<file path="config.mk">
export PLATFORM = sky130hd
export DESIGN_NAME = cmep_cell
export DESIGN_NICKNAME = d
export VERILOG_FILES = /design/src/design/cubemap_to_equirect_sample_coords_top_defines.svh /design/src/design/cmep_pkg.sv /design/src/design/cmep_cell.sv
export SDC_FILE = /design/constraint.sdc
export NUM_CORES = 1
export LEC_CHECK = 0
export BUFFER_PORTS_ARGS = -buffer_cell sky130_fd_sc_hd__buf_2
export CAP_MARGIN = 15
export CORE_MARGIN = 10
export CORE_UTILIZATION = 57
export CTS_CLUSTER_DIAMETER = 60
export DETAILED_ROUTE_END_ITERATION = 12
export GPL_TIMING_DRIVEN = 1
export PLACE_DENSITY_LB_ADDON = 0.15
export SLEW_MARGIN = 5
export SYNTH_ARGS = -nofsm -noshare
export SYNTH_HDL_FRONTEND = slang
export SYNTH_SLANG_ARGS = --single-unit
</file>
<file path="constraint.sdc">
create_clock -name clk -period 3.3 [get_ports clk]
set_input_delay 0.495 -clock clk [delete_from_list [all_inputs] [get_ports clk]]
set_output_delay 0.495 -clock clk [all_outputs]
set_load 0.05 [all_outputs]
</file>
<file path="src/design/cubemap_to_equirect_sample_coords_top_defines.svh">
// Assertion macros for the sample coordinate generator.
`ifndef CUBEMAP_TO_EQUIRECT_SAMPLE_COORDS_TOP_DEFINES_SVH
`define CUBEMAP_TO_EQUIRECT_SAMPLE_COORDS_TOP_DEFINES_SVH

`ifndef SYNTHESIS
`define CMEP_CHECK(lbl, prop, msg) \
  lbl: assert property (@(posedge clk) disable iff (!rst_n) (prop)) else $error(msg);
`define CMEP_IMPLY(lbl, ante, cons, msg) \
  lbl: assert property (@(posedge clk) disable iff (!rst_n) (ante) |-> (cons)) else $error(msg);
`else
`define CMEP_CHECK(lbl, prop, msg)
`define CMEP_IMPLY(lbl, ante, cons, msg)
`endif

`endif

</file>
<file path="src/design/cmep_pkg.sv">
package cmep_pkg;

  localparam int ANGLE_BITS_DEF = 20;
  localparam int DIR_GUARD      = 16;
  localparam int DW             = 37;
  localparam int DIR_W          = 15;
  localparam int GAIN_SHIFT     = 30 - DIR_GUARD;
  localparam logic signed [31:0] GAIN_Q30 = 32'sd1768195369;
  localparam int COORD_LIMIT    = 16383;
  localparam logic [14:0] WIDTH_RESET  = 15'd4096;
  localparam logic [14:0] HEIGHT_RESET = 15'd2048;

  typedef enum logic [2:0] {
    FACE_PX = 3'd0,
    FACE_NX = 3'd1,
    FACE_PY = 3'd2,
    FACE_NY = 3'd3,
    FACE_PZ = 3'd4,
    FACE_NZ = 3'd5
  } face_t;

  typedef enum logic {
    REG_SOURCE_WIDTH  = 1'b0,
    REG_SOURCE_HEIGHT = 1'b1
  } reg_idx_t;

  localparam logic [31:0] TURN_ATAN [32] = '{
    32'h20000000, 32'h12E4051E, 32'h09FB385B, 32'h051111D4,
    32'h028B0D43, 32'h0145D7E1, 32'h00A2F61E, 32'h00517C55,
    32'h0028BE53, 32'h00145F2F, 32'h000A2F98, 32'h000517CC,
    32'h00028BE6, 32'h000145F3, 32'h0000A2FA, 32'h0000517D,
    32'h000028BE, 32'h0000145F, 32'h00000A30, 32'h00000518,
    32'h0000028C, 32'h00000146, 32'h000000A3, 32'h00000051,
    32'h00000029, 32'h00000014, 32'h0000000A, 32'h00000005,
    32'h00000003, 32'h00000001, 32'h00000001, 32'h00000000
  };

  function automatic logic [32:0] step_angle(input int i, input int ab);
    logic [32:0] t;
    int sh;
    t  = {1'b0, TURN_ATAN[i[4:0]]};
    sh = 32 - ab;
    if (sh == 0) begin
      return t;
    end
    return (t + (33'd1 << (sh - 1))) >> sh;
  endfunction

endpackage

</file>
<file path="src/design/cmep_cell.sv">
module cmep_cell #(
  parameter int STAGE      = 0,
  parameter int ANGLE_BITS = cmep_pkg::ANGLE_BITS_DEF,
  parameter int SIDE_W     = 1
) (
  input  logic                          clk,
  input  logic                          rst_n,
  input  logic                          en,
  input  logic                          vld_i,
  input  logic                          zero_i,
  input  logic signed [cmep_pkg::DW-1:0] x_i,
  input  logic signed [cmep_pkg::DW-1:0] y_i,
  input  logic signed [ANGLE_BITS+1:0]  z_i,
  input  logic [SIDE_W-1:0]             side_i,
  output logic                          vld_o,
  output logic                          zero_o,
  output logic signed [cmep_pkg::DW-1:0] x_o,
  output logic signed [cmep_pkg::DW-1:0] y_o,
  output logic signed [ANGLE_BITS+1:0]  z_o,
  output logic [SIDE_W-1:0]             side_o
);
  import cmep_pkg::*;

  localparam int ZW = ANGLE_BITS + 2;
  localparam logic signed [ZW-1:0] STEP = ZW'(step_angle(STAGE, ANGLE_BITS));

  logic                 vld_r, zero_r;
  logic signed [DW-1:0] x_r, y_r, x_nxt, y_nxt, xs, ys;
  logic signed [ZW-1:0] z_r, z_nxt;
  logic [SIDE_W-1:0]    side_r;

  always_comb begin
    xs = x_i >>> STAGE;
    ys = y_i >>> STAGE;
    if (y_i > 0) begin
      x_nxt = x_i + ys;
      y_nxt = y_i - xs;
      z_nxt = z_i + STEP;
    end else begin
      x_nxt = x_i - ys;
      y_nxt = y_i + xs;
      z_nxt = z_i - STEP;
    end
  end

  always_ff @(posedge clk) begin
    if (!rst_n) begin
      vld_r <= 1'b0;
    end else if (en) begin
      vld_r <= vld_i;
    end
  end

  always_ff @(posedge clk) begin
    if (en) begin
      zero_r <= zero_i;
      x_r    <= x_nxt;
      y_r    <= y_nxt;
      z_r    <= z_nxt;
      side_r <= side_i;
    end
  end

  assign vld_o  = vld_r;
  assign zero_o = zero_r;
  assign x_o    = x_r;
  assign y_o    = y_r;
  assign z_o    = z_r;
  assign side_o = side_r;

endmodule

</file>
==> results.py, run 1 <==
metrics = {
    "outcome": {
        "outcome": "complete, no violations",
    },
    "route": {
        "vias": 9868,
        "post_drt_wl_per_cell_um": 20.3,
        "drtAntennaViolNets": 0,
        "drcViolationCount": 0,
        "drtPass1Iterations": 6,
        "drt-total-wl_mm": 33.5,
        "vias_per_cell": 5.98,
        "first_iter_violations": 987,
    },
    "synthesis": {
        "ys_warn_count": 0,
        "synth_edf_count": 97,
        "yosysMostFrequentCell": "a21oi_1",
        "synth-async-reset-ratio_pct": 0,
        "avgSynthCellArea_um2": 8.50,
        "synth-seq-cells": 98,
        "synth_common_cells": "a21oi_1, inv_1, ha_1",
        "yosysSeqAreaShare_pct": 30.7,
        "synth_area_leaders": "edfxtp_1, ha_1, a21oi_1",
        "syn_inst": 1123,
        "yosysUniqueCellTypes": 73,
        "syn_area_um2": 9540,
        "syn_nets": 1340,
        "synthFlopType": "edfxtp_1",
        "synth.top_cell.area_share_pct": 30.5,
        "yosysTopAreaCell": "edfxtp_1",
    },
    "die": {
        "die-width_um": 149,
        "initial_utilization_pct": 57.7,
        "num_io_pins": 201,
        "rows": 47,
        "die_h_um": 149,
        "dieArea_um2": 22300,
        "core_um2": 16500,
    },
    "pwr": {
        "p_per_area_nw_per_um2": 444,
        "power_w": 0.00534,
        "ir_drop_mv": 0.298,
        "p_leak_nw": 5.52,
    },
    "clock_network": {
        "clock_path_buffers": 2,
        "cts_sinks": 98,
        "cts_buffers": 9,
        "clock_tree.root_cell": "clkbuf_16",
        "postCtsSetupRepairBufs": 0,
        "clk_pin_slew_ps": 70,
        "htreeDepth": 3,
        "insertion_delay_ps": 350,
        "cts_hold_buf": 0,
        "cts_tree": "done",
    },
    "critical_path": {
        "crit_type": "in2reg",
        "worstSetupStartpointType": "primary input",
        "path_cells": "buf_2 > inv_1 > ha_1 > o311ai_0 > a41oi_1 > a21oi_2 > a21boi_1 > o41ai_1 > o221ai_1 > xnor2_1",
        "cp.required_ps": 3400,
        "endpoint_kind": "flip-flop",
        "path_buf_inv": 2,
        "path_max_fanout": 7,
        "crit_slowest_cell": "o311ai_0",
        "critical-path-top-delay-family": "compound AO/OA/AOI/OAI gates",
        "cpPeakStageDelay_ps": 670,
        "cp.arrival_ps": 3290,
    },
    "sta": {
        "post-route-period-util_pct": 96.5,
        "rsz0062_at_grt": "no",
        "setup_viol": 0,
        "drv_slew": 0,
        "period_needed_ps": 3190,
        "worst_slew_pin_slew_ps": 691,
        "finClkSkew_ps": 0,
        "max_freq_ghz": 0.314,
        "worst_slack_ps": 115,
        "hold_violations": 0,
        "maxSlewHeadroom_pct": 53.4,
    },
    "final_layout": {
        "num-nets-final": 1639,
        "synthToLayoutAreaGrowth_pct": 26.0,
        "layout-drive-gt1-share_pct": 26.6,
    },
    "grt": {
        "gr-usage-all-layers_pct": 28.9,
        "grt_pass1_vias": 9574,
        "grt_overflow": 0,
        "grt_start_max_net_pins": 71,
        "grt_pass1_wl_mm": 51.6,
        "antenna_found_initial": 3,
    },
    "placement": {
        "dpl_worst_slack_ps": -96.6,
        "place_congestion": 1.01,
        "io_buffers": 200,
        "post-dp-hpwl_mm": 27.4,
    },
    "flow_run": {
        "drv_cap": 0,
    },
    "worst_hold_path": {
        "hold_path_class": "in2reg",
    },
}
## placed cells by master (no fill, tap or decap), types with 7 or more instances in the layout
master	instances
a31oi_1	15
nor4_1	18
nor3_1	22
and2_1	7
o21ai_0	82
o21bai_1	19
ha_1	111
nand3_1	17
xnor2_1	67
o21a_1	10
a21o_1	23
o211ai_1	9
edfxtp_1	97
o31ai_1	9
nand2_1	68
nor2b_1	15
a21oi_1	127
a211oi_1	15
mux2i_1	15
buf_4	133
nand2b_1	9
inv_1	117
buf_2	199
nor2_1	88
nand4_1	14
clkbuf_16	9
## logic make-up (layout without fill, tap and decap cells)
kind of cell	after synthesis	in the layout	synth area share, %
DFF	98	98	30.7
and+or+nand+nor	286	286	14.6
buffers and inverters	167	471	6.75
AOI/OAI and AO/OA	369	369	24.2
xor gates and xnor gates	72	72	6.61
other	0	2	0
adders and majority gates	115	115	15.4
muxes	16	16	1.69
## stage by stage
stage	cell area (um^2)	cells	hold WS [ps]	setup TNS, ps	util (%)
after floorplan	9540	1123	594	0	-
after global placement	11700	1631	493	-363	70.9
after detailed placement	11700	1631	510	-203	70.9
after CTS	12000	1647	304	0	72.7
after global routing	12000	1648	305	0	72.8
final	12000	1649	311	0	72.8
## worst reg2reg max path, delay by kind of cell (launching register included)
kind	cells	cell delay (ps)
and+or+nand+nor	1	50
DFF	1	310
muxes	1	120
## sequential cells by signal (all words and copies together) (netlist names)
| name | cells |
|---|---|
| x_o | 37 |
| side_o | 1 |
| vld_o | 1 |
| y_o | 36 |
| zero_o | 1 |
| z_o | 22 |
## final timing paths
check | startpoint | endpoint | slack [ps] | cells after the start
worst min register to register | vld_o | vld_o | 520 | 2
worst max register to register | vld_o | vld_o | 2710 | 2
worst max-delay path | x_i[18] | y_o[35] | 110 | 10
worst min-delay path | z_i[7] | z_o[7] | 310 | 1
## per-layer routing
| metal | GRT usage, % | vias up | routed length (um) |
|---|---|---|---|
| met5 | 0 | - | 28 |
| met3 | 6.01 | 95 | 3220 |
| li1 | - | 4643 | - |
| met1 | 36.9 | 4568 | 13700 |
| met2 | 46.5 | 558 | 15300 |
| met4 | 11.9 | 4 | 1270 |
## where the power goes
part	internal, W	switching (W)
Clock	0.000600	0.000509
Sequential	0.00162	0.0000456
Combinational	0.000836	0.00173
Total	0.00305	0.00228
## final cells by class
class | count | area, um^2
timing repair buffer | 336 | 2070
clock inverter | 6 | 72.6
multi-input combinational | 858 | 5990
antenna | 2 | 5.00
clock buffer | 10 | 229
inverter | 119 | 447
fill | 1358 | 4500
tap | 220 | 275
sequential | 98 | 2930
## timing repair
item / in CTS / in global routing
resized for setup: 0 / 1
setup endpoints to repair: 0 / 1
endpoints found under the hold margin: 0 / 0
Note: power is estimated with default switching activity, not from simulation.
==> run 2: changes to the inputs <==
--- a/config.mk
+++ b/config.mk
@@ -7,8 +7,8 @@
 export LEC_CHECK = 0
 export BUFFER_PORTS_ARGS = -buffer_cell sky130_fd_sc_hd__buf_2
 export CAP_MARGIN = 15
-export CORE_MARGIN = 10
-export CORE_UTILIZATION = 57
+export CORE_MARGIN = 2
+export CORE_UTILIZATION = 51
 export CTS_CLUSTER_DIAMETER = 60
 export DETAILED_ROUTE_END_ITERATION = 12
 export GPL_TIMING_DRIVEN = 1
==> results.py, run 2 (synthesized netlist as in run 1, its figures left out) <==
metrics = {
    "outcome": {
        "outcome": "complete, no violations",
    },
    "pwr": {
        "ir_drop_mv": 0.281,
        "p_per_area_nw_per_um2": 438,
        "p_leak_nw": 5.63,
    },
    "final_layout": {
        "layout_commonest_cell": "buf_2",
        "num-nets-final": 1667,
        "layout-drive-gt1-share_pct": 28.0,
        "stdcell_area_um2": 12200,
        "largest_reg_flops": 37,
        "synthToLayoutAreaGrowth_pct": 28.0,
        "num_antenna_cells": 0,
        "final_cell_mix": "buf_2, buf_4, a21oi_1",
    },
    "critical_path": {
        "path_max_fanout": 5,
        "cp.arrival_ps": 3250,
        "cp.required_ps": 3410,
        "crit_type": "in2reg",
        "endpoint_kind": "flip-flop",
        "worstSetupStartpointType": "primary input",
    },
    "route": {
        "vias_per_cell": 5.80,
        "met3WireLength_mm": 2.26,
        "drtPass1Iterations": 6,
        "post_drt_wl_per_cell_um": 19.4,
        "drt-total-wl_mm": 32.8,
        "drtAntennaViolNets": 0,
        "top_layer": "met4",
        "vias": 9800,
        "wl_met2_mm": 15.1,
        "drcViolationCount": 0,
        "first_iter_violations": 927,
        "drt-met1-wl_mm": 14.3,
    },
    "grt": {
        "grt_overflow": 0,
        "grt_start_max_net_pins": 61,
        "grt_pass1_wl_mm": 51.1,
        "grt_pass1_vias": 9522,
        "antenna_found_initial": 0,
        "gr-usage-all-layers_pct": 32.8,
    },
    "placement": {
        "dpl_worst_slack_ps": -323,
        "post-dp-hpwl_mm": 26.7,
        "io_buffers": 200,
        "dpl_cell_area_um2": 11900,
        "place_congestion": 0.999,
    },
    "sta": {
        "setup_viol": 0,
        "worst_slack_ps": 157,
        "drv_slew": 0,
        "period_needed_ps": 3140,
        "rsz0062_at_grt": "no",
        "post-route-period-util_pct": 95.2,
        "maxSlewHeadroom_pct": 54.9,
        "hold_violations": 0,
        "max_freq_ghz": 0.318,
        "worst_slew_pin_slew_ps": 660,
        "finClkSkew_ps": 0,
    },
    "clock_network": {
        "clock_tree.root_cell": "clkbuf_16",
        "clock_path_buffers": 2,
        "postCtsSetupRepairBufs": 0,
        "insertion_delay_ps": 360,
        "cts_tree": "done",
        "clk_pin_slew_ps": 80,
        "cts_sinks": 98,
        "cts_buffers": 9,
        "htreeDepth": 3,
    },
    "die": {
        "die-width_um": 141,
        "die_h_um": 141,
        "dieArea_um2": 19800,
        "rows": 50,
        "core_um2": 18500,
        "initial_utilization_pct": 51.5,
        "num_io_pins": 201,
    },
    "worst_hold_path": {
        "hold_path_class": "in2reg",
    },
    "flow_run": {
        "drv_cap": 0,
    },
}
[run 2: metal layers]
metal / track usage [%] / vias up
met4: 12.1 / 0
li1: - / 4693
met2: 54.6 / 479
met5: 0 / -
met1: 44.3 / 4558
met3: 3.67 / 70
[run 2: timing repair]
item,CTS,global route
endpoints found under the setup margin,0,4
hold buffers,0,0
gates resized for setup,0,3
[run 2: worst max-delay path: stages]
cell	delay [ps]
buf_2	110
inv_1	40
ha_1	340
buf_4	160
a21o_1	160
or3_1	360
nand2b_1	210
a31oi_1	380
o21ai_0	260
a21oi_1	260
o21ai_0	90
o21ai_0	270
xnor2_1	120
[run 2: power by group]
part | switching (W) | internal, W | leakage, nW | total, W
logic | 0.00173 | 0.000856 | 4.54 | 0.00258
clock network | 0.000513 | 0.000594 | 0.141 | 0.00111
registers | 0.0000436 | 0.00162 | 0.958 | 0.00166
[run 2: through the flow]
stage	hold slack (ps)	setup TNS (ps)	instances	utilization [%]	power, W
after floorplan	594	0	1123	-	0.00335
after global placement	488	-1660	1673	64.3	0.00421
after detailed placement	519	-1420	1673	64.3	0.00422
after CTS	300	0	1689	65.9	0.00533
after global routing	308	0	1689	65.9	0.00558
final	303	0	1689	65.9	0.00535
[run 2: path summary, 6_finish.rpt]
kind | from | endpoint | slack [ps] | cells after the start
setup reg to reg | vld_o | vld_o | 2710 | 2
setup / recovery | x_i[4] | x_o[26] | 160 | 13
hold reg to reg | vld_o | vld_o | 520 | 2
hold / removal | side_i | side_o | 300 | 1
[run 2: cell type report]
type / instances / area, um^2
sequential: 98 / 2930
fill: 1617 / 6310
clock inverter: 5 / 60.1
tap: 234 / 293
multi-input combinational: 858 / 6000
clock buffer: 11 / 233
inverter: 119 / 447
timing repair buffer: 364 / 2250
