### src/design/cubemap_to_equirect_sample_coords_top_defines.svh
// Assertion macros for the sample coordinate generator.
`ifndef CUBEMAP_TO_EQUIRECT_SAMPLE_COORDS_TOP_DEFINES_SVH
`define CUBEMAP_TO_EQUIRECT_SAMPLE_COORDS_TOP_DEFINES_SVH

`ifndef SYNTHESIS
`define CMEP_CHECK(lbl, prop, msg) \
  lbl: assert property (@(posedge clk) disable iff (!rst_n) (prop)) else $error(msg);
`define CMEP_IMPLY(lbl, ante, cons, msg) \
  lbl: assert property (@(posedge clk) disable iff (!rst_n) (ante) |-> (cons)) else $error(msg);
`else
`define CMEP_CHECK(lbl, prop, msg)
`define CMEP_IMPLY(lbl, ante, cons, msg)
`endif

`endif

### src/design/cmep_pkg.sv
package cmep_pkg;

  localparam int ANGLE_BITS_DEF = 20;
  localparam int DIR_GUARD      = 16;
  localparam int DW             = 37;
  localparam int DIR_W          = 15;
  localparam int GAIN_SHIFT     = 30 - DIR_GUARD;
  localparam logic signed [31:0] GAIN_Q30 = 32'sd1768195369;
  localparam int COORD_LIMIT    = 16383;
  localparam logic [14:0] WIDTH_RESET  = 15'd4096;
  localparam logic [14:0] HEIGHT_RESET = 15'd2048;

  typedef enum logic [2:0] {
    FACE_PX = 3'd0,
    FACE_NX = 3'd1,
    FACE_PY = 3'd2,
    FACE_NY = 3'd3,
    FACE_PZ = 3'd4,
    FACE_NZ = 3'd5
  } face_t;

  typedef enum logic {
    REG_SOURCE_WIDTH  = 1'b0,
    REG_SOURCE_HEIGHT = 1'b1
  } reg_idx_t;

  localparam logic [31:0] TURN_ATAN [32] = '{
    32'h20000000, 32'h12E4051E, 32'h09FB385B, 32'h051111D4,
    32'h028B0D43, 32'h0145D7E1, 32'h00A2F61E, 32'h00517C55,
    32'h0028BE53, 32'h00145F2F, 32'h000A2F98, 32'h000517CC,
    32'h00028BE6, 32'h000145F3, 32'h0000A2FA, 32'h0000517D,
    32'h000028BE, 32'h0000145F, 32'h00000A30, 32'h00000518,
    32'h0000028C, 32'h00000146, 32'h000000A3, 32'h00000051,
    32'h00000029, 32'h00000014, 32'h0000000A, 32'h00000005,
    32'h00000003, 32'h00000001, 32'h00000001, 32'h00000000
  };

  function automatic logic [32:0] step_angle(input int i, input int ab);
    logic [32:0] t;
    int sh;
    t  = {1'b0, TURN_ATAN[i[4:0]]};
    sh = 32 - ab;
    if (sh == 0) begin
      return t;
    end
    return (t + (33'd1 << (sh - 1))) >> sh;
  endfunction

endpackage

### src/design/cmep_fp.sv
module cmep_fp #(
  parameter int ANGLE_BITS = cmep_pkg::ANGLE_BITS_DEF
) (
  input  logic signed [ANGLE_BITS+19:0] held,
  input  logic [14:0]                   size,
  output logic [13:0]                   lo,
  output logic [13:0]                   hi,
  output logic [15:0]                   frac
);
  import cmep_pkg::*;

  localparam int HW = ANGLE_BITS + 20;
  localparam int SR = (ANGLE_BITS >= 16) ? ANGLE_BITS - 16 : 0;
  localparam int SL = (ANGLE_BITS < 16) ? 16 - ANGLE_BITS : 0;

  logic [14:0]          lim15;
  logic [13:0]          lim;
  logic signed [HW-1:0] lo_raw;
  logic signed [HW:0]   lo_sh, diff;
  logic signed [HW+16:0] q;

  always_comb begin
    lim15 = (size == 15'd0) ? 15'd0 : size - 15'd1;
    lim   = (lim15 > 15'(COORD_LIMIT)) ? 14'(COORD_LIMIT) : lim15[13:0];
    lo_raw = held >>> ANGLE_BITS;
    if (lo_raw < 0) begin
      lo = 14'd0;
    end else if (lo_raw > $signed({{(HW-14){1'b0}}, lim})) begin
      lo = lim;
    end else begin
      lo = lo_raw[13:0];
    end
    hi = ({1'b0, lo} + 15'd1 > {1'b0, lim}) ? lim : lo + 14'd1;
    lo_sh = $signed({{(HW+1-14){1'b0}}, lo}) <<< ANGLE_BITS;
    diff  = (HW+1)'(held) - lo_sh;
    q     = ((HW+17)'(diff) >>> SR) <<< SL;
    if (q < 0) begin
      frac = 16'd0;
    end else if (q > 65535) begin
      frac = 16'hFFFF;
    end else begin
      frac = q[15:0];
    end
  end

endmodule

### config.mk
export PLATFORM = sky130hd
export DESIGN_NAME = cmep_fp
export DESIGN_NICKNAME = d
export VERILOG_FILES = /design/src/design/cubemap_to_equirect_sample_coords_top_defines.svh /design/src/design/cmep_pkg.sv /design/src/design/cmep_fp.sv
export SDC_FILE = /design/constraint.sdc
export NUM_CORES = 1
export LEC_CHECK = 0
export BUFFER_PORTS_ARGS = -buffer_cell sky130_fd_sc_hd__buf_2
export CAP_MARGIN = 20
export CORE_ASPECT_RATIO = 1.75
export CORE_MARGIN = 2
export CORE_UTILIZATION = 50
export DETAILED_ROUTE_END_ITERATION = 12
export PLACE_DENSITY = 0.78
export SYNTH_ARGS = -nofsm -noshare
export SYNTH_HDL_FRONTEND = slang
export SYNTH_SLANG_ARGS = --single-unit
### constraint.sdc
create_clock -name vclk -period 26
set_input_delay 3.9 -clock vclk [all_inputs]
set_output_delay 3.9 -clock vclk [all_outputs]
set_load 0.02 [all_outputs]
==> run_results.csv, run 1 <==
group,metric,value,unit
outcome,outcome,"complete, no violations",
synthesis,yosysTopAreaCellShare,0.145,
grt,grt_max_degree,26,
run,max_cap_viol_count,0,
clock_network,cts_setup_buffers,0,
timing,finalSetupViolCount,0,
timing,tightest_slew,0.757,ns
synthesis,yosys_warnings,0,
final_layout,layout_commonest_cell,"buf_2",
setup_path,crit_required,22.10,ns
synthesis,synth.yosys.seq_area_share,0,
die,die_area,0.00779,sq mm
synthesis,synth_area_per_cell,7.17,sq um
setup_path,cp_max_fo,18,
synthesis,synth_cells,493,
die,initial_utilization,0.516,
clock_network,holdBufCountCts,0,
die,dieHeight,115,microns
routing,drtPass1Iterations,5,
final_layout,antenna_cells,0,
final_layout,fillerInstances,654,
power_and_ir_drop,p_leak,1.81,nW
routing,drtIter0Drc,261,
power_and_ir_drop,power_density,21.9,mW/mm^2
hold_path,min_path_type,"in2out",
synthesis,ys_types,91,
final_layout,final_nets,664,
timing,timing.hold.ws,8.13,ns
setup_path,arrival,13.00,ns
place,gp_routability_congestion,0.966,
routing,drtAntennaViolNets,0,
routing,wl,12100,microns
synthesis,synth_area_leader_cell,"ha_1",
grt,gr-total-overflow,0,
timing,fin_setup_tns,0,ns
place,pre_cts_ws,9.31,ns
synthesis,synthTopCellsByArea,"ha_1, a21oi_1, o21a_1",
setup_path,endpoint_kind,"output pin",
final_layout,mostFrequentLayoutCells,"buf_2, a21oi_1, ha_1",
routing,via_per_inst,6.65,
setup_path,path_delay_family,"compound AO/OA/AOI/OAI gates",
grt,grt_antenna_before_repair,0,
place,numPortBuffers,95,
die,io_pins,99,
grt,grt_pass1_wl,19300,microns
power_and_ir_drop,peakVddDrop,0.0141,mV
final_layout,layout-drive-gt1-share,0.260,
timing,slew_viol_final,0,
grt,grt.total_usage,0.312,
timing,clock.fmax,59.2,MHz
setup_path,cpPeakStageDelay,0.77,ns
final_layout,nClkBuffers,0,
setup_path,cp_slowest_cell,"or4_1",
synthesis,syn_nets,590,
place,dp_hpwl,9970,microns
timing,min_period,16.90,ns
timing,hold_viol,0,
timing,grt_setup_unrepaired,"no",
die,dieWidth,67.6,microns
setup_path,worstSetupPathType,"in2out",
grt,grt_pass1_vias,4235,
final_layout,multi_input_area,0.00330,sq mm
final_layout,seq_cells,0,
clock_network,postCtsResizedCells,0,
die,rows,40,
routing,via_count,4317,
die,coreArea,0.00686,sq mm
setup_path,path_common_cell,"ha_1",
routing,drc_errors,0,
final_layout,area.growth.synth_to_final,13.6,%
setup_path,path_buf_inv,3,
routing,wl_per_cell,18.6,microns
final_layout,seq_area,0,sq um
synthesis,synth_area,0.00354,sq mm
setup_path,critPathLaunchType,"input port",
timing,setup_ws,9.10,ns
timing,slew_headroom,0.492,
timing,post-route-period-util,0.650,
## logic make-up (layout without fill, tap and decap cells)
family / Yosys count / in the layout / synth area share
multiplexers: 12 / 12 / 0.0432
buffers and inverters: 58 / 130 / 0.0665
AO/OA/AOI/OAI: 180 / 180 / 0.380
adder cells (fa/ha/maj): 42 / 42 / 0.151
AND/OR/NAND/NOR: 176 / 176 / 0.298
XOR/XNOR: 25 / 25 / 0.0619
## metrics by stage
stage               utilization  instances   power, W  instance area, sq um
global placement          0.585        648  0.0000836                  4010
floorplan                     -        493  0.0000609                  3540
global route              0.586        649  0.0000954                  4020
CTS                       0.585        648  0.0000863                  4010
detailed placement        0.585        648  0.0000858                  4010
finish                    0.586        649  0.0000881                  4020
## where the power goes
part	switching, W	internal, W
Combinational	0.0000542	0.0000339
Sequential	0	0
Clock	0	0
Total	0.0000542	0.0000339
## layout make-up
class | instances | area share
inverter | 34 | 0.0318
tap | 84 | 0.0262
timing repair buffer | 96 | 0.120
multi-input combinational | 435 | 0.822
## synthesized netlist by cell type (3+ instances only)
cell type and count:
a21oi_1 42, ha_1 41, inv_1 33, nand2_1 28
nor3_1 25, o21a_1 25, o21ai_0 24, nor2_1 23
clkbuf_1 17, xnor2_1 17, nand3_1 15, nand4_1 12
o211ai_1 12, nand2b_1 9, nor2b_1 9, a21o_1 8
xor2_1 8, a31oi_1 7, mux2_4 6, a211o_1 5
buf_2 5, nor4_1 5, and2_1 4, mux2i_1 4
nor2_2 4, o31ai_1 4, or2_2 4, or3_1 4
a211oi_1 3, a21boi_0 3, a221o_1 3, nand3b_1 3
nand4b_1 3, nor3_2 3, nor4_2 3, o2111ai_1 3
o21ai_1 3
## metal layers
layer	GRT usage	vias up	wire length (microns)
li1	-	2029	-
met4	0.220	0	964
met1	0.317	2003	4270
met3	0.0284	65	657
met2	0.569	220	6200
met5	0	-	0
## path summary, 6_finish.rpt
kind | slack, ns | depth (start not counted) | from | to
worst max-delay path | 9.10 | 32 | size[2] | hi[1]
worst min-delay path | 8.13 | 3 | held[10] | frac[6]
Note: power is estimated with default switching activity, not from simulation.
==> run 2: changes to the inputs <==
--- a/config.mk
+++ b/config.mk
@@ -5,13 +5,14 @@
 export SDC_FILE = /design/constraint.sdc
 export NUM_CORES = 1
 export LEC_CHECK = 0
+export ABC_AREA = 1
 export BUFFER_PORTS_ARGS = -buffer_cell sky130_fd_sc_hd__buf_2
 export CAP_MARGIN = 20
 export CORE_ASPECT_RATIO = 1.75
 export CORE_MARGIN = 2
-export CORE_UTILIZATION = 50
+export CORE_UTILIZATION = 49
 export DETAILED_ROUTE_END_ITERATION = 12
-export PLACE_DENSITY = 0.78
+export PLACE_DENSITY = 0.82
 export SYNTH_ARGS = -nofsm -noshare
 export SYNTH_HDL_FRONTEND = slang
 export SYNTH_SLANG_ARGS = --single-unit
==> constraint.sdc (replaced) <==
create_clock -name vclk -period 13.9
set_input_delay 2.085 -clock vclk [all_inputs]
set_output_delay 2.085 -clock vclk [all_outputs]
set_load 0.02 [all_outputs]
==> run 2 against run 1 <==
Effect of this change:
- sequential share of layout area is the same
- total power grew 55%
- sequential cell count is the same
- hold slack lost 3.6 ns
- core utilization grew 1.6 points
- combinational power grew 54%
- via count shrank 17%
- critical path depth grew 4
- global-route usage shrank 5.9 points
- worst setup slack lost 6.2 ns
- first-iteration DRC count shrank 59%
- critical path type unchanged
- critical endpoint is now frac[7]
- largest cell class unchanged
- highest routed layer unchanged
==> run_results.csv, run 2 <==
group,metric,value,unit
outcome,outcome,"complete, no violations",
routing,wl,8660,microns
synthesis,synth_area_per_cell,5.83,sq um
final_layout,final_cells,682,
setup_path,worstSetupPathType,"in2out",
grt,grt.total_usage,0.252,
setup_path,crit_required,11.81,ns
grt,gr-total-overflow,0,
power_and_ir_drop,power_density,38.5,mW/mm^2
setup_path,cp_num_cells,36,
clock_network,postCtsResizedCells,0,
grt,gr-max-usage-layer,"met2",
synthesis,synth_area,0.00300,sq mm
final_layout,layout-drive-gt1-share,0.232,
final_layout,seq_area,0,sq um
place,numPortBuffers,95,
setup_path,cp_slowest_cell,"o41ai_1",
routing,drc_errors,0,
hold_path,holdPathEnd,"frac[4]",
timing,finalSetupViolCount,0,
timing,hold_viol,0,
synthesis,synth_compound_area_frac,0.164,
die,initial_utilization,0.511,
power_and_ir_drop,peakVddDrop,0.0193,mV
timing,fin_setup_tns,0,ns
synthesis,post-synth-top-count-cell,"inv_1",
setup_path,cpPeakStageDelay,0.64,ns
die,die_area,0.00680,sq mm
routing,drtIter0Drc,107,
synthesis,synthTopCellsByArea,"ha_1, inv_1, nand2_1",
final_layout,area.growth.synth_to_final,17.8,%
routing,drtAntennaViolNets,0,
die,io_pins,99,
timing,clock.fmax,91.0,MHz
grt,grt_pass1_wl,14400,microns
hold_path,hp-start,"held[8]",
setup_path,cp_max_fo,16,
final_layout,layout_commonest_cell,"inv_1",
setup_path,path_delay_family,"simple AND/OR/NAND/NOR gates",
setup_path,path_buf_inv,7,
timing,post-route-period-util,0.790,
synthesis,synth_cells,515,
final_layout,antenna_cells,0,
synthesis,synthMuxAreaShare,0,
synthesis,synth.yosys.seq_area_share,0,
grt,grt_max_degree,17,
die,dieWidth,63.2,microns
timing,slew_viol_final,0,
place,dp_hpwl,7590,microns
grt,grt_antenna_before_repair,0,
final_layout,nClkBuffers,0,
synthesis,syn_nets,612,
grt,grt_pass1_vias,3569,
synthesis,synth_xor_area_frac,0.0963,
clock_network,cts_setup_buffers,0,
place,gp_routability_congestion,0.916,
synthesis,yosysTopAreaCellShare,0.171,
grt,grtUsageMet3,0.0115,
die,dieHeight,108,microns
timing,slew_headroom,0.484,
hold_path,min_path_type,"in2out",
routing,wl_per_cell,12.7,microns
die,rows,37,
synthesis,yosys_warnings,0,
timing,min_period,10.99,ns
final_layout,mostFrequentLayoutCells,"inv_1, nand2_1, buf_2",
setup_path,arrival,8.90,ns
final_layout,final_core_util,0.602,
hold_path,hold-path-cell-count,5,
grt,grt_use_met1,0.232,
timing,tightest_slew,0.764,ns
synthesis,synth_top_family_by_area,"simple AND/OR/NAND/NOR gates",
synthesis,synthAdderAreaFrac,0.177,
routing,drtPass1Iterations,4,
place,dpl.cell_count,681,
die,coreArea,0.00588,sq mm
setup_path,endpoint_kind,"output pin",
final_layout,fillerInstances,613,
synthesis,synth_commonest_cells,"inv_1, nand2_1, ha_1",
timing,grt_setup_unrepaired,"no",
power_and_ir_drop,p_leak,2.27,nW
synthesis,synth-simple-area-share,0.394,
setup_path,critPathLaunchType,"input port",
final_layout,seq_cells,0,
grt,use_met2,0.545,
synthesis,synth_area_leader_cell,"ha_1",
run,max_cap_viol_count,0,
clock_network,holdBufCountCts,0,
routing,via_per_inst,5.24,
routing,via_count,3576,
synthesis,ys_types,44,
final_layout,final_nets,703,
## run 2: cell count changes after synthesis, moves of 20 or more
cell / previous run / this run
nor3_1: 25 / 5
o21a_1: 25 / 1
inv_1: 33 / 115
nand2_1: 28 / 102
a21oi_1: 42 / 21
nand3_1: 15 / 37
## run 2: per-stage QoR
step	power (W)	cell area, sq um	hold WS (ns)	setup WS (ns)
after floorplan	0.0000967	3000	4.23	4.23
after global placement	0.000131	3520	4.57	2.85
after detailed placement	0.000135	3530	4.58	3.06
after CTS	0.000136	3530	4.58	3.04
after global routing	0.000152	3540	4.60	2.15
final	0.000136	3540	4.57	2.91
## run 2: kinds of logic (layout without fill, tap and decap cells)
kind of cell | count (synthesis) | after routing
and+or+nand+nor | 233 | 233
adders and majority gates | 42 | 42
AOI/OAI and AO/OA | 79 | 79
xor gates and xnor gates | 33 | 33
buffers and inverters | 128 | 217
## run 2: area by class of cell
| cell class | count | area, sq um | share of cell area |
|---|---|---|---|
| inverters | 120 | 453 | 0.128 |
| multi-input cells | 387 | 2500 | 0.706 |
| well taps | 78 | 97.6 | 0.0276 |
| repair buffers | 97 | 490 | 0.139 |
## run 2: how the worst max path moves through the flow
stage / slack [ns] / endpoint / start
3_3_place_gp: 2.85 / frac[0] / size[2]
6_report: 2.91 / frac[7] / size[2]
2_1_floorplan: 4.23 / frac[10] / size[1]
5_1_grt: 2.15 / frac[1] / size[2]
4_1_cts: 3.04 / frac[2] / size[2]
3_5_place_dp: 3.06 / frac[2] / size[2]
## run 2: power by group
part / total (W) / switching (W) / internal, W
Sequential: 0 / 0 / 0
Combinational: 0.000136 / 0.0000871 / 0.0000492
Clock: 0 / 0 / 0
## run 2: worst min-delay path: cells and delay by family
| kind | cells | cell delay [ns] |
|---|---|---|
| buffers and inverters | 4 | 0.30 |
| AOI/OAI and AO/OA | 1 | 0.10 |
## run 2: metal layers
metal / part of all wire / up-vias
li1: - / 1845
met1: 0.37 / 1613
met2: 0.56 / 97
met3: 0.035 / 21
met4: 0.035 / 0
met5: 0 / -
==> run 3: changes to the inputs <==
--- a/config.mk
+++ b/config.mk
@@ -10,9 +10,9 @@
 export CAP_MARGIN = 20
 export CORE_ASPECT_RATIO = 1.75
 export CORE_MARGIN = 2
-export CORE_UTILIZATION = 49
+export CORE_UTILIZATION = 50
 export DETAILED_ROUTE_END_ITERATION = 12
-export PLACE_DENSITY = 0.82
+export PLACE_DENSITY = 0.8
 export SYNTH_ARGS = -nofsm -noshare
 export SYNTH_HDL_FRONTEND = slang
 export SYNTH_SLANG_ARGS = --single-unit
==> constraint.sdc (replaced) <==
create_clock -name vclk -period 10.4
set_input_delay 1.56 -clock vclk [all_inputs]
set_output_delay 1.56 -clock vclk [all_outputs]
set_load 0.02 [all_outputs]
==> run 3 against run 2 <==
Effect of this change:
- sequential cell count stayed put
- non-clock buffer count stayed put
- hold slack worse by 1.1 ns
- cell count stayed put
- total power is 33% higher
- routed wire length is 3.9% lower
- via count is 0.84% lower
- worst setup slack worse by 2.1 ns
- design area stayed put
- core utilization is 0.48 points higher
- global-route usage is 0.26 points lower
- sequential share of layout area stayed put
- critical endpoint is now frac[3]
- largest cell class unchanged
==> run_results.csv, run 3 (synthesized netlist as in run 2, its figures left out) <==
group,metric,value,unit
timing,hold_viol,0,
die,die_area,0.00667,sq mm
grt,gr-total-overflow,0,
setup_path,crit_required,8.84,ns
outcome,outcome,"complete, no violations",
final_layout,seq_area,0,sq um
grt,grt_max_degree,17,
power_and_ir_drop,peakVddDrop,0.0261,mV
timing,slew_viol_final,0,
die,initial_utilization,0.515,
timing,min_period,9.57,ns
place,numPortBuffers,95,
hold_path,min_path_type,"in2out",
setup_path,path_delay_family,"simple AND/OR/NAND/NOR gates",
die,dieHeight,107,microns
final_layout,seq_cells,0,
place,pre_cts_ws,0.890,ns
timing,fin_setup_tns,0,ns
setup_path,critPathLaunchType,"input port",
timing,finalSetupViolCount,0,
final_layout,area.growth.synth_to_final,17.8,%
routing,wl_per_cell,12.2,microns
routing,via_per_inst,5.20,
power_and_ir_drop,total_power,0.000181,W
routing,drtIter0Drc,92,
final_layout,layout_commonest_cell,"inv_1",
final_layout,nClkBuffers,0,
setup_path,path_buf_inv,7,
setup_path,arrival,8.01,ns
clock_network,postCtsResizedCells,0,
routing,drtPass1Iterations,4,
routing,via_count,3546,
setup_path,cp_max_fo,16,
timing,setup_ws,0.834,ns
timing,slew_headroom,0.570,
setup_path,endpoint_kind,"output pin",
die,io_pins,99,
setup_path,cpPeakStageDelay,0.53,ns
routing,drtAntennaViolNets,0,
clock_network,cts_setup_buffers,0,
timing,tightest_slew,0.636,ns
run,max_cap_viol_count,0,
place,dp_hpwl,7460,microns
timing,post-route-period-util,0.920,
final_layout,final_nets,703,
timing,clock.fmax,105,MHz
grt,grt_pass1_wl,14200,microns
final_layout,mostFrequentLayoutCells,"inv_1, nand2_1, buf_2",
power_and_ir_drop,power_density,51.2,mW/mm^2
die,coreArea,0.00583,sq mm
setup_path,worstSetupPathType,"in2out",
setup_path,cp_slowest_cell,"o41ai_1",
final_layout,layout-drive-gt1-share,0.232,
grt,grt.total_usage,0.250,
timing,grt_setup_unrepaired,"no",
final_layout,final_core_util,0.607,
hold_path,hold-path-cell-count,5,
place,gp_routability_congestion,0.915,
routing,wl,8320,microns
final_layout,antenna_cells,0,
setup_path,cp_num_cells,36,
grt,grt_pass1_vias,3463,
die,dieWidth,62.6,microns
die,rows,37,
grt,grt_antenna_before_repair,0,
routing,drc_errors,0,
clock_network,holdBufCountCts,0,
timing,timing.hold.ws,3.52,ns
power_and_ir_drop,p_leak,2.27,nW
run 3: cell counts in the layout (fill, tap and decap cells not counted):
Identical to the previous run, type by type.
run 3: final timing paths:
kind / startpoint / end / slack [ns]
worst min-delay path: held[18] / frac[14] / 3.52
worst max-delay path: size[2] / frac[3] / 0.83
run 3: tightest hold or removal path, stage by stage:
cell and delay, ns:
buf_2 0.09, inv_1 0.04, a21o_1 0.10, inv_1 0.03, buf_2 0.14
run 3: routing by layer:
layer,wire (microns),up-vias,track usage
li1,-,1837,-
met1,2960,1579,0.238
met2,4760,105,0.538
met3,301,25,0.0106
met4,298,0,0.0873
met5,0,-,0
run 3: final cells by class:
| cell class | count | area, sq um |
|---|---|---|
| multi-input combinational | 387 | 2500 |
| tap | 78 | 97.6 |
| inverter | 120 | 453 |
| timing repair buffer | 97 | 490 |
| fill | 620 | 2290 |
run 3: through the flow:
step	std cells	area, sq um
global placement	681	3530
floorplan	515	3000
finish	682	3540
CTS	681	3530
detailed placement	681	3530
global route	682	3540
run 3: report_power, final:
part	internal [W]	leakage (nW)	switching [W]
clock network	0	0	0
registers	0	0	0
logic	0.0000656	2.27	0.000115
